`config.mk`:
```
export PLATFORM = sky130hd
export DESIGN_NAME = mpeg_audio_header_scanner
export DESIGN_NICKNAME = d
export VERILOG_FILES = /design/src/hdl/mahs_pkg.sv /design/src/hdl/mahs_window.sv /design/src/hdl/mahs_decode.sv /design/src/hdl/mahs_out.sv /design/src/hdl/mpeg_audio_header_scanner.sv
export SDC_FILE = /design/constraint.sdc
export NUM_CORES = 1
export LEC_CHECK = 0
export BUFFER_PORTS_ARGS = -buffer_cell sky130_fd_sc_hd__buf_2
export CAP_MARGIN = 10
export CORE_UTILIZATION = 56
export CTS_CLUSTER_SIZE = 16
export DETAILED_ROUTE_END_ITERATION = 16
export GPL_TIMING_DRIVEN = 0
export PLACE_DENSITY = 0.76
export SLEW_MARGIN = 20
export SYNTH_ARGS = -nofsm -noshare
export SYNTH_HDL_FRONTEND = slang
export SYNTH_SLANG_ARGS = --single-unit
```
`constraint.sdc`:
```
create_clock -name clk -period 6.5 [get_ports clk]
set_input_delay 1.3 -clock clk [delete_from_list [all_inputs] [get_ports clk]]
set_output_delay 1.3 -clock clk [all_outputs]
set_load 0.005 [all_outputs]
```
`src/hdl/mahs_pkg.sv`:
```
// Shared types, constants and lookup functions for the MPEG audio header scanner.
// No dependencies; every other file in hdl/ refers to this package by scoped names.
package mahs_pkg;

    // Byte counter saturates at this value; the counter is just wide enough to hold it
    localparam int unsigned MAX_SCAN_BYTES = 65536;
    localparam int unsigned COUNT_W        = $clog2(MAX_SCAN_BYTES + 1);

    // Header sync and field check codes
    localparam logic [7:0] SYNC_BYTE   = 8'hFF;
    localparam logic [7:0] SYNC_MASK   = 8'hF8;
    localparam logic [3:0] RATE_BAD    = 4'hF;
    localparam logic [1:0] FREQ_BAD    = 2'd3;
    localparam logic [1:0] LAYER_NONE  = 2'd0;
    localparam logic [1:0] MODE_SINGLE = 2'd3;

    // Frequency index codes
    localparam logic [1:0] FREQ_44100 = 2'd0;
    localparam logic [1:0] FREQ_48000 = 2'd1;
    localparam logic [1:0] FREQ_32000 = 2'd2;

    // Scan state as seen by the current byte (after any new-buffer clear)
    typedef struct packed {
        logic [23:0]        window;  // oldest byte in bits 23..16
        logic [COUNT_W-1:0] count;
        logic               seen;
    } scan_state_t;

    // One result request
    typedef struct packed {
        logic        found;
        logic [15:0] header_offset;
        logic [1:0]  layer_code;
        logic [3:0]  rate_index;
        logic [1:0]  freq_index;
        logic [1:0]  channel_mode;
        logic [1:0]  mode_extension;
        logic [4:0]  flag_bits;
        logic [1:0]  emphasis_code;
        logic [1:0]  channel_count;
        logic [15:0] sample_rate_hz;
    } result_t;

    // Channel count from the channel mode
    function automatic logic [1:0] chan_count(input logic [1:0] mode);
        logic [1:0] cnt;
        cnt = (mode == MODE_SINGLE) ? 2'd1 : 2'd2;
        return cnt;
    endfunction

    // Sample rate in hertz from the frequency index
    function automatic logic [15:0] sample_rate(input logic [1:0] freq);
        logic [15:0] hz;
        unique case (freq)
            FREQ_44100: hz = 16'd44100;
            FREQ_48000: hz = 16'd48000;
            FREQ_32000: hz = 16'd32000;
            default:    hz = 16'd0;
        endcase
        return hz;
    endfunction

endpackage

```
`src/hdl/mahs_window.sv`:
```
// Sliding three-byte window, saturating byte counter and found mark of the scanner.
// Depends on mahs_pkg for the state struct and counter width.
module mahs_window (
    input  logic                 clk,
    input  logic                 rst_n,
    input  logic                 take,
    input  logic [7:0]           data_byte,
    input  logic                 first_byte,
    input  logic                 hit,
    output mahs_pkg::scan_state_t cur_state
);

    logic [23:0]                  window_reg;
    logic [mahs_pkg::COUNT_W-1:0] count_reg;
    logic                         seen_reg;

    logic [23:0]                  window_next;
    logic [mahs_pkg::COUNT_W-1:0] count_next;
    logic                         seen_next;

    // Clear the state ahead of the byte when a new buffer starts
    always_comb
    begin
        if (first_byte)
        begin
            cur_state = '0;
        end
        else
        begin
            cur_state.window = window_reg;
            cur_state.count  = count_reg;
            cur_state.seen   = seen_reg;
        end
    end

    // Shift the byte in, advance the counter until it saturates, hold the found mark
    always_comb
    begin
        window_next = {cur_state.window[15:0], data_byte};
        if (cur_state.count < mahs_pkg::COUNT_W'(mahs_pkg::MAX_SCAN_BYTES))
        begin
            count_next = cur_state.count + mahs_pkg::COUNT_W'(1);
        end
        else
        begin
            count_next = cur_state.count;
        end
        seen_next = cur_state.seen | hit;
    end

    always_ff @(posedge clk or negedge rst_n)
    begin
        if (!rst_n)
        begin
            window_reg <= '0;
            count_reg  <= '0;
            seen_reg   <= 1'b0;
        end
        else if (take)
        begin
            window_reg <= window_next;
            count_reg  <= count_next;
            seen_reg   <= seen_next;
        end
    end

endmodule

```
`src/hdl/mahs_decode.sv`:
```
// Header check and field decode for the candidate ending at the current byte.
// Depends on mahs_pkg for the state and result structs and the lookup functions.
module mahs_decode (
    input  mahs_pkg::scan_state_t cur_state,
    input  logic [7:0]            data_byte,
    input  logic                  last_byte,
    output logic                  hit,
    output logic                  emit,
    output mahs_pkg::result_t     result
);

    logic [7:0] b0;
    logic [7:0] b1;
    logic [7:0] b2;
    logic [1:0] layer;
    logic [3:0] rate;
    logic [1:0] freq;
    logic [1:0] mode;

    // Split the window into the three older header bytes
    assign b0    = cur_state.window[23:16];
    assign b1    = cur_state.window[15:8];
    assign b2    = cur_state.window[7:0];
    assign layer = b1[2:1];
    assign rate  = b2[7:4];
    assign freq  = b2[3:2];
    assign mode  = data_byte[7:6];

    // First valid header of the buffer
    assign hit = !cur_state.seen
              && (cur_state.count >= mahs_pkg::COUNT_W'(3))
              && (b0 == mahs_pkg::SYNC_BYTE)
              && ((b1 & mahs_pkg::SYNC_MASK) == mahs_pkg::SYNC_MASK)
              && (layer != mahs_pkg::LAYER_NONE)
              && (rate != mahs_pkg::RATE_BAD)
              && (freq != mahs_pkg::FREQ_BAD);

    // Report a header, or a not-found on the last byte of a buffer without one
    assign emit = hit || (last_byte && !cur_state.seen);

    // Build the result; everything is zero for not-found
    always_comb
    begin
        result = '0;
        if (hit)
        begin
            result.found          = 1'b1;
            result.header_offset  = 16'(cur_state.count - mahs_pkg::COUNT_W'(3));
            result.layer_code     = layer;
            result.rate_index     = rate;
            result.freq_index     = freq;
            result.channel_mode   = mode;
            result.mode_extension = data_byte[5:4];
            result.flag_bits      = {data_byte[2], data_byte[3], b2[0], b2[1], b1[0]};
            result.emphasis_code  = data_byte[1:0];
            result.channel_count  = mahs_pkg::chan_count(mode);
            result.sample_rate_hz = mahs_pkg::sample_rate(freq);
        end
    end

endmodule

```
`src/hdl/mahs_out.sv`:
```
// Result register of the scanner: holds one result request until the sink takes it.
// Depends on mahs_pkg for the result struct.
module mahs_out (
    input  logic              clk,
    input  logic              rst_n,
    input  logic              in_valid,
    input  logic              emit,
    input  mahs_pkg::result_t result,
    input  logic              out_ready,
    output logic              in_ready,
    output logic              out_valid,
    output mahs_pkg::result_t out_result
);

    logic              valid_reg;
    logic              valid_next;
    mahs_pkg::result_t result_reg;
    logic              load;

    // Accept while the register is empty or is being emptied this cycle
    assign in_ready   = !valid_reg || out_ready;
    assign load       = in_valid && in_ready && emit;

    always_comb
    begin
        valid_next = valid_reg;
        if (load)
        begin
            valid_next = 1'b1;
        end
        else if (out_ready)
        begin
            valid_next = 1'b0;
        end
    end

    always_ff @(posedge clk or negedge rst_n)
    begin
        if (!rst_n)
        begin
            valid_reg <= 1'b0;
        end
        else
        begin
            valid_reg <= valid_next;
        end
    end

    // Payload needs no reset
    always_ff @(posedge clk)
    begin
        if (load)
        begin
            result_reg <= result;
        end
    end

    assign out_valid  = valid_reg;
    assign out_result = result_reg;

endmodule

```
`src/hdl/mpeg_audio_header_scanner.sv`:
```
// MPEG audio header scanner: takes one byte per clock while its input is ready and reports the
// first valid frame header of each buffer, or a not-found result on the buffer's last byte.
// Each byte is checked in the cycle it is accepted against the three bytes held before it,
// and any result lands in a single output register in the following cycle; a new byte is
// accepted every cycle while that register is empty or being read, so sustained rate is one
// byte per clock. The byte counter saturates at 65536; header_offset is the low 16 bits of
// the count minus 3.
// Depends on mahs_pkg, mahs_window, mahs_decode and mahs_out.
module mpeg_audio_header_scanner (
    input  logic        clk,
    input  logic        rst_n,
    input  logic        in_valid,
    output logic        in_ready,
    input  logic [7:0]  data_byte,
    input  logic        first_byte,
    input  logic        last_byte,
    output logic        out_valid,
    input  logic        out_ready,
    output logic        found,
    output logic [15:0] header_offset,
    output logic [1:0]  layer_code,
    output logic [3:0]  rate_index,
    output logic [1:0]  freq_index,
    output logic [1:0]  channel_mode,
    output logic [1:0]  mode_extension,
    output logic [4:0]  flag_bits,
    output logic [1:0]  emphasis_code,
    output logic [1:0]  channel_count,
    output logic [15:0] sample_rate_hz
);

    mahs_pkg::scan_state_t cur_state;
    mahs_pkg::result_t     result;
    mahs_pkg::result_t     out_result;
    logic                  hit;
    logic                  emit;
    logic                  take;

    assign take = in_valid && in_ready;

    // Window, counter and found mark
    mahs_window u_window (
        .clk        (clk),
        .rst_n      (rst_n),
        .take       (take),
        .data_byte  (data_byte),
        .first_byte (first_byte),
        .hit        (hit),
        .cur_state  (cur_state)
    );

    // Header check and decode
    mahs_decode u_decode (
        .cur_state (cur_state),
        .data_byte (data_byte),
        .last_byte (last_byte),
        .hit       (hit),
        .emit      (emit),
        .result    (result)
    );

    // Result register
    mahs_out u_out (
        .clk        (clk),
        .rst_n      (rst_n),
        .in_valid   (in_valid),
        .emit       (emit),
        .result     (result),
        .out_ready  (out_ready),
        .in_ready   (in_ready),
        .out_valid  (out_valid),
        .out_result (out_result)
    );

    assign found          = out_result.found;
    assign header_offset  = out_result.header_offset;
    assign layer_code     = out_result.layer_code;
    assign rate_index     = out_result.rate_index;
    assign freq_index     = out_result.freq_index;
    assign channel_mode   = out_result.channel_mode;
    assign mode_extension = out_result.mode_extension;
    assign flag_bits      = out_result.flag_bits;
    assign emphasis_code  = out_result.emphasis_code;
    assign channel_count  = out_result.channel_count;
    assign sample_rate_hz = out_result.sample_rate_hz;

    // A header accepted with this byte shows up as a found result next cycle
    a_hit_to_found: assert property (@(posedge clk) disable iff (!rst_n)
        take && hit |=> out_valid && found)
        else $error("header hit did not produce a found result");

    // A not-found request accepted with this byte shows up next cycle
    a_miss_to_result: assert property (@(posedge clk) disable iff (!rst_n)
        take && emit && !hit |=> out_valid && !found)
        else $error("not-found request lost");

    // A found result carries a legal layer, channel count and rate
    a_found_fields: assert property (@(posedge clk) disable iff (!rst_n)
        out_valid && found |-> layer_code != 2'd0 && sample_rate_hz != 16'd0
            && (channel_count == 2'd1 || channel_count == 2'd2))
        else $error("found result with illegal fields");

    // A not-found result is all zero
    a_miss_zero: assert property (@(posedge clk) disable iff (!rst_n)
        out_valid && !found |-> header_offset == 16'd0 && channel_count == 2'd0
            && sample_rate_hz == 16'd0 && flag_bits == 5'd0)
        else $error("not-found result carries nonzero fields");

    // The input side never stalls while the result register is empty
    a_ready_when_empty: assert property (@(posedge clk) disable iff (!rst_n)
        !out_valid |-> in_ready)
        else $error("input stalled with empty result register");

endmodule
```
==> results.toml, run 1 <==
[die]
start_util_pct = 58.30
io_pins = 70
row_count = 31
die-width_um = 89.13
die_y_um = 89.13
die-area_um2 = 7944
coreArea_um2 = 7292

[finish]
layout_commonest_cell = "nand2_1"
nNetsFinal = 522
drive_gt1_share_pct = 20.51
layout_common_cells = "nand2_1, buf_2, edfxtp_1"
synthToLayoutAreaGrowth_pct = 16.07
n_antenna_cell = 0
largest_reg_flops = 45

[power_and_ir_drop]
power.leakage_nw = 2.118
powerDensity_nw_per_um2 = 254.5
p_total_mw = 1.256
irDropWorstVdd_v = 0.0002061

[synthesis]
yosysWarnings = 0
synth_edf_count = 45
synth.cell_area_um2 = 4252
ys_async_sr_fraction_pct = 48.86
muxShareOfSynthArea_pct = 1.913
synth-xor-area-share_pct = 1.442
synth_seq_cells = 88
synth_compound_area_share_pct = 10.36
synthAdderAreaFrac_pct = 1.766
synth_cell_type_count = 53
synthFlopType = "edfxtp_1"
syn_inst = 422
yosysSeqAreaShare_pct = 57.09
avgSynthCellArea_um2 = 10.07
yosys.area_share.simple_pct = 21.90
synth_top_family_by_area = "simple AND/OR/NAND/NOR gates"

[flow_run]
maxCapViolCount = 0

[global_routing]
antenna_found_initial = 0
gr-total-overflow = 0
grt_pass1_vias = 3133
grt_max_degree = 44
track_usage_pct = 26.23
grt_pass1_wl_um = 15430

[placement]
hpwl_um = 6886
dp_slack_ns = 1.365
place_congestion = 0.9515
port_buffers = 63

[cts]
cts_buffers = 9
ctsHoldBuffers = 0
cts_setup_buffers = 0
cts_buffer_depth = 2
clk_latency_ns = 0.36
h-tree-depth = 3
clock-sinks = 88
clk_pin_slew_ns = 0.08
clockRootBuffer = "clkbuf_8"
cts_tree = "done"
cts_resized = 0

[worst_hold_path]
min_from = "u_window.window_reg[23]"
hp-class = "reg2reg"

[sta]
slew_headroom_pct = 33.35
setup_viol = 0
fmax_mhz = 210.5
rsz0062_at_grt = "no"
fin_crit_ns = 4.751
setup_ws_ns = 1.749
slew_viol_final = 0
period_share_pct = 73.09
whs_ns = 0.4880
hold_viol_final = 0
tightest_slew_ns = 0.9906
fin_worst_skew_ns = 0.01173

[route]
ant_nets = 0
post-route-drc-count = 0
drt_iter0_drc = 229
viasPerCell = 5.528
vias = 3350
wl_um = 9663
first_pass_iters = 5
wl_per_cell_um = 15.95

[setup_path]
start_kind = "primary input"
cp-end-kind = "register"
worst_r2r_path_depth = 8
critPathLaunch = "first_byte"
reg2reg_from = "u_window.count_reg[8]"
worstPathMaxFanout = 22
reg2reg_to = "u_out.out_result[21]"
crit_end = "u_out.out_result[21]"
r2r_setup_slack_ns = 3.32
path_class = "in2reg"
worst-endpoint-arrival_ns = 4.82
cp.required_ns = 6.57

[outcome]
run_status = "finished, final reports clean"
[synth_stat cells (5+ instances only)]
cell / n / share of area (%)
clkbuf_1: 23 / 2.0
ha_1: 6 / 1.8
and2_1: 22 / 3.2
nor3_1: 8 / 0.94
a21oi_1: 20 / 2.4
buf_4: 10 / 1.8
nor2_1: 35 / 3.1
o21ai_0: 29 / 3.4
xnor2_1: 5 / 1.0
inv_1: 9 / 0.79
nand2b_1: 5 / 0.74
nand3_1: 9 / 1.1
nand4_1: 7 / 1.0
dfrtp_1: 43 / 25
nor2b_1: 5 / 0.74
edfxtp_1: 45 / 32
nand2_1: 80 / 7.1
mux2i_1: 7 / 1.6
[cell families after synthesis]
group                      after synthesis
xor gates and xnor gates                 7
adders and majority gates                6
muxes                                    8
and+or+nand+nor                        190
DFF                                     88
buffers and inverters                   48
other                                    1
AOI/OAI and AO/OA                       74
[how the worst min path moves through the flow]
stage | end | cells after the start
floorplan | u_window.window_reg[2] | 2
global placement | u_window.window_reg[3] | 2
detailed placement | u_window.window_reg[2] | 2
CTS | u_window.window_reg[2] | 2
global route | u_window.window_reg[23] | 2
finish | u_window.window_reg[23] | 2
[worst max-delay path: stages]
cell,delay [ns]
clkbuf_1,0.31
clkbuf_1,0.41
inv_1,0.14
clkbuf_1,0.28
nand2_1,0.26
inv_1,0.13
ha_1,0.19
nand2b_1,0.16
nor4_1,0.24
nand3_1,0.13
a21o_2,0.24
buf_2,0.20
a21oi_4,0.39
buf_8,0.23
buf_16,0.18
[final cells by class]
cell class / instances / area [um^2]
plain buffers: 38 / 191.4
inverters: 10 / 40.04
flip-flops and latches: 88 / 2427
multi-input cells: 290 / 1619
well taps: 99 / 123.9
clock buffers: 10 / 127.6
fillers: 602 / 2357
clock inverters: 6 / 45.04
repair buffers: 65 / 360.3
[per-stage QoR]
step	cells	cell area, um^2	setup TNS [ns]	util (%)
floorplan	426	4267	0	-
global placement	588	4706	-36.60	64.53
detailed placement	590	4760	0	65.27
CTS	606	4932	0	67.64
global route	606	4935	0	67.67
finish	606	4935	0	67.67
[where the power goes]
part	internal, mW	switching (mW)
sequential	0.626	0.0348
combinational	0.0944	0.161
clock	0.140	0.199
[routing by layer]
metal	vias up	GRT usage [%]	part of all wire (%)
met5	-	0	0
met4	0	10.53	2.2
met3	21	4.432	8.2
met2	151	40.60	47
met1	1575	37.18	43
li1	1603	-	-
Power figures use the tool's default switching activity.
==> run 2: changes to the inputs <==
clock period = 4.5 ns   (was 6.5 ns; I/O delays follow)
==> run 2 against run 1 <==
Cell area up 1.0%. Global-route usage grew 0.38 points. Sequential power rose by 44%. Register-to-register slack worse by 1.8 ns. Critical endpoint is now u_out.out_result[40]. Critical path depth is the same. Largest power group unchanged. Non-clock buffer count grew 1. Sequential share of layout area is 0.51 points lower. Via count increased by 4.1%. Clock power increased by 66%.
==> results.toml, run 2 (synthesis gave the netlist of run 1 again) <==
[sta]
slew_viol_final = 0
setup_viol = 0
period_share_pct = 93.71
setup_ws_ns = 0.2833
hold_viol_final = 0
setup_tns_ns = 0
slew_headroom_pct = 34.07
fmax_mhz = 237.2
fin_crit_ns = 4.217
tightest_slew_ns = 0.9799
fin_worst_skew_ns = 0.01818
rsz0062_at_grt = "no"

[global_routing]
track_usage_pct = 26.61
top_usage_layer = "met2"
grt_max_degree = 44
grt_pass1_wl_um = 15460
groute.layer.met2.usage_pct = 40.67
gr-total-overflow = 0
antenna_found_initial = 1
grt_pass1_vias = 3042
grtUsageMet3_pct = 4.432
grt_use_met1_pct = 38.25

[outcome]
run_status = "finished, final reports clean"

[setup_path]
critPathLaunch = "first_byte"
crit_path_max_incr_delay_ns = 0.33
path_cells = "clkbuf_1, clkbuf_2, inv_1, clkbuf_1, nand2_1, inv_1, ha_1, nand2b_1, nor4_1, nand3_1, a21o_2, buf_2, a21oi_4, buf_16, buf_16"
crit_buf_inv = 8
path_class = "in2reg"
worst_path_max_delay_cell = "clkbuf_1"
cp.depth = 15
cp-end-kind = "register"
cp.required_ns = 4.58
start_kind = "primary input"
cpLargestDelayFamily = "buffers and inverters"
reg2reg_from = "u_window.count_reg[4]"
worst_r2r_path_depth = 10
worstPathMaxFanout = 18
r2r_setup_slack_ns = 1.48
worst-endpoint-arrival_ns = 4.29

[power_and_ir_drop]
p_switching_mw = 0.5882
irDropWorstVdd_v = 0.0002120
p_total_mw = 1.894
clockPowerShare_pct = 29.9
power.leakage_nw = 2.157
power.share.sequential_pct = 50.3
p_int_mw = 1.305
powerDensity_nw_per_um2 = 379.8
swShare_pct = 31.06
pwr-share-comb_pct = 19.8

[die]
die-area_um2 = 7944
die_y_um = 89.13
die-width_um = 89.13
io_pins = 70
start_util_pct = 58.30
coreArea_um2 = 7292
row_count = 31

[cts]
h-tree-depth = 3
clk_latency_ns = 0.37
clk_pin_slew_ns = 0.10
clockRootBuffer = "clkbuf_8"
cts_buffer_depth = 2
cts_tree = "done"
cts_buffers = 9
clock-sinks = 88
ctsHoldBuffers = 0

[finish]
largest_reg_flops = 45
layout_commonest_cell = "nand2_1"
final_cell_area_um2 = 4986
drive_gt1_share_pct = 21.06
nNetsFinal = 523
synthToLayoutAreaGrowth_pct = 17.27
n_antenna_cell = 0
instances_no_fill = 607
layout_common_cells = "nand2_1, buf_2, edfxtp_1"
fill_cells = 586

[placement]
place_area_um2 = 4772
port_buffers = 63
place_congestion = 0.9759
dp_slack_ns = -0.3742
placed_cells = 590
hpwl_um = 6976

[route]
viasPerCell = 5.745
ant_nets = 0
wl_per_cell_um = 16.97
drt_iter0_drc = 332
post-route-drc-count = 0
first_pass_iters = 5
vias = 3487
wl_um = 10300

[flow_run]
maxCapViolCount = 0

[worst_hold_path]
min_path_cells = 2
min_from = "u_window.window_reg[3]"
hp-class = "reg2reg"
## run 2: per-layer routing
metal	share of wire [%]	up-vias
li1	-	1609
met1	44	1668
met2	46	187
met3	7.8	21
met4	1.8	2
met5	0.078	-
## run 2: path summary, 6_finish.rpt
kind,endpoint
hold reg to reg,u_window.window_reg[3]
hold / removal,u_window.window_reg[3]
max in group asynchronous,u_window.window_reg[16]
setup / recovery,u_out.out_result[40]
min in group asynchronous,u_window.window_reg[0]
setup reg to reg,u_out.out_result[40]
## run 2: tightest hold or removal path, stage by stage, from the launching register on
cell	delay, ns
dfrtp_1	0.36
nand2_1	0.05
nand2_1	0.06
## run 2: layout make-up
cell class              count  area (um^2)  area share [%]
clock buffers               9        123.9           2.484
clock inverters             7        78.83           1.581
multi-input cells         290         1619           32.47
inverters                  10        40.04          0.8030
well taps                  99        123.9           2.484
repair buffers             66        380.4           7.629
flip-flops and latches     88         2427           48.68
plain buffers              38        192.7           3.864
## run 2: power by group through the flow
| stage | sequential (mW) | clock (mW) | combinational, mW |
|---|---|---|---|
| 2_1_floorplan | 0.958 | 0 | 0.258 |
| 3_5_place_dp | 0.966 | 0 | 0.365 |
| 5_1_grt | 0.958 | 0.604 | 0.414 |
| 6_report | 0.952 | 0.566 | 0.376 |
| 3_3_place_gp | 0.965 | 0 | 0.344 |
| 4_1_cts | 0.949 | 0.563 | 0.369 |
## run 2: through the flow
step                      hold WS, ns  util (%)
after CTS                      0.4863     68.33
final                          0.4914     68.38
after detailed placement       0.4679     65.44
after floorplan                0.4460         -
after global routing           0.5251     68.38
after global placement         0.4587     64.69
## run 2: timing repair
| item | 4_1_cts | 5_1_grt |
|---|---|---|
| pin swaps | 1 | 0 |
| setup endpoints to repair | 17 | 17 |
| resized for setup | 0 | 2 |
| setup buffers | 1 | 0 |
==> run 3: changes to the inputs <==
CORE_UTILIZATION = 51   (was 56)
PLACE_DENSITY = 0.73   (was 0.76)
clock period = 3.55 ns   (was 4.5 ns; I/O delays follow)
==> run 3 against run 2 <==
Via count fell by 3.1%. Sequential power rose by 27%. Power rose by 23%. Flip-flop and latch count did not move. Cell count rose by 0.33%. Die area rose by 9.6%. Critical path depth fell by 2. Clock power rose by 15%. Utilization fell by 5.1 points. Register-to-register slack got worse by 1.2 ns. Wire length fell by 5.2%. Clock skew fell by 0.0090 ns. Largest cell class unchanged. Largest power group unchanged.
==> results.toml, run 3 (synthesis gave the netlist of run 1 again) <==
[route]
drt_iter0_drc = 190
first_pass_iters = 5
vias = 3379
viasPerCell = 5.548
wl_um = 9763
wl_per_cell_um = 16.03
ant_nets = 0
post-route-drc-count = 0

[flow_run]
maxCapViolCount = 0

[die]
die-area_um2 = 8706
die_y_um = 93.31
die-width_um = 93.31
io_pins = 70
start_util_pct = 53.90
row_count = 32
coreArea_um2 = 7888

[setup_path]
worstPathMaxFanout = 23
reg2reg_to = "u_out.out_result[19]"
r2r_setup_slack_ns = 0.32
worst-endpoint-arrival_ns = 3.45
path_class = "in2reg"
worst_r2r_path_depth = 8
reg2reg_from = "u_window.count_reg[8]"
critPathLaunch = "first_byte"
cp.required_ns = 3.62
start_kind = "primary input"
cp-end-kind = "register"

[finish]
n_antenna_cell = 0
synthToLayoutAreaGrowth_pct = 17.48
seqCellArea_um2 = 2427
multiInputGateArea_um2 = 1634
largest_reg_flops = 45
fill_cells = 650
layout_common_cells = "nand2_1, buf_2, edfxtp_1"
drive_gt1_share_pct = 21.50
nNetsFinal = 522
layout_commonest_cell = "nand2_1"

[placement]
dp_slack_ns = -0.1755
hpwl_um = 6894
place_congestion = 0.9826
port_buffers = 63

[global_routing]
antenna_found_initial = 0
grt_pass1_vias = 3153
grt_max_degree = 44
track_usage_pct = 24.22
gr-total-overflow = 0
grt_pass1_wl_um = 15770

[cts]
ctsHoldBuffers = 0
h-tree-depth = 3
clockRootBuffer = "clkbuf_8"
cts_resized = 0
cts_tree = "done"
cts_setup_buffers = 0
clk_pin_slew_ns = 0.09
clk_latency_ns = 0.36
clock-sinks = 88
cts_buffers = 9
cts_buffer_depth = 2

[sta]
fin_worst_skew_ns = 0.009152
hold_viol_final = 0
period_share_pct = 95.12
fin_crit_ns = 3.377
fmax_mhz = 296.1
setup_viol = 0
slew_headroom_pct = 31.30
setup_ws_ns = 0.1733
rsz0062_at_grt = "no"
slew_viol_final = 0
whs_ns = 0.3287
tightest_slew_ns = 1.021

[worst_hold_path]
hp-class = "in2async"

[outcome]
run_status = "finished, final reports clean"

[power_and_ir_drop]
powerDensity_nw_per_um2 = 466.4
power.leakage_nw = 2.154
p_total_mw = 2.330
irDropWorstVdd_v = 0.0002237
-- run 3: routing by layer --
layer / share of wire, % / track usage [%]
met5: 0 / 0
met4: 2.2 / 11.28
met3: 6.3 / 5.528
met2: 46 / 35.91
met1: 46 / 33.86
-- run 3: power by group --
group	switching, mW	internal (mW)
Sequential	0.0623	1.15
Combinational	0.294	0.177
Clock	0.375	0.275
Total	0.731	1.60
-- run 3: worst max-delay path by stage --
stage	end
2_1_floorplan	u_out.out_result[10]
3_3_place_gp	u_out.out_result[6]
3_5_place_dp	u_out.out_result[6]
4_1_cts	u_out.out_result[19]
5_1_grt	u_out.out_result[19]
6_report	u_out.out_result[19]
-- run 3: layout make-up --
class,count,share of cell area (%)
multi-input cells,290,32.72
plain buffers,38,4.484
clock inverters,6,0.8768
repair buffers,65,7.214
inverters,10,0.8016
well taps,102,2.555
flip-flops and latches,88,48.60
clock buffers,10,2.756
-- run 3: critical path, cell delays in order --
cell      delay, ns
clkbuf_8       0.14
clkbuf_8       0.17
clkbuf_1       0.25
nor2b_1        0.22
ha_1           0.32
nand2_1        0.14
o21ai_0        0.09
a31oi_1        0.09
a21o_2         0.29
buf_4          0.19
a21oi_4        0.42
buf_8          0.23
buf_16         0.18
-- run 3: per-stage QoR --
step	area (um^2)	TNS (ns)	std cells	util, %
6_report	4995	0	609	63.32
4_1_cts	4992	0	609	63.29
3_3_place_gp	4768	-21.32	591	60.45
3_5_place_dp	4811	-4.020	593	60.99
2_1_floorplan	4325	0	426	-
5_1_grt	4995	0	609	63.32
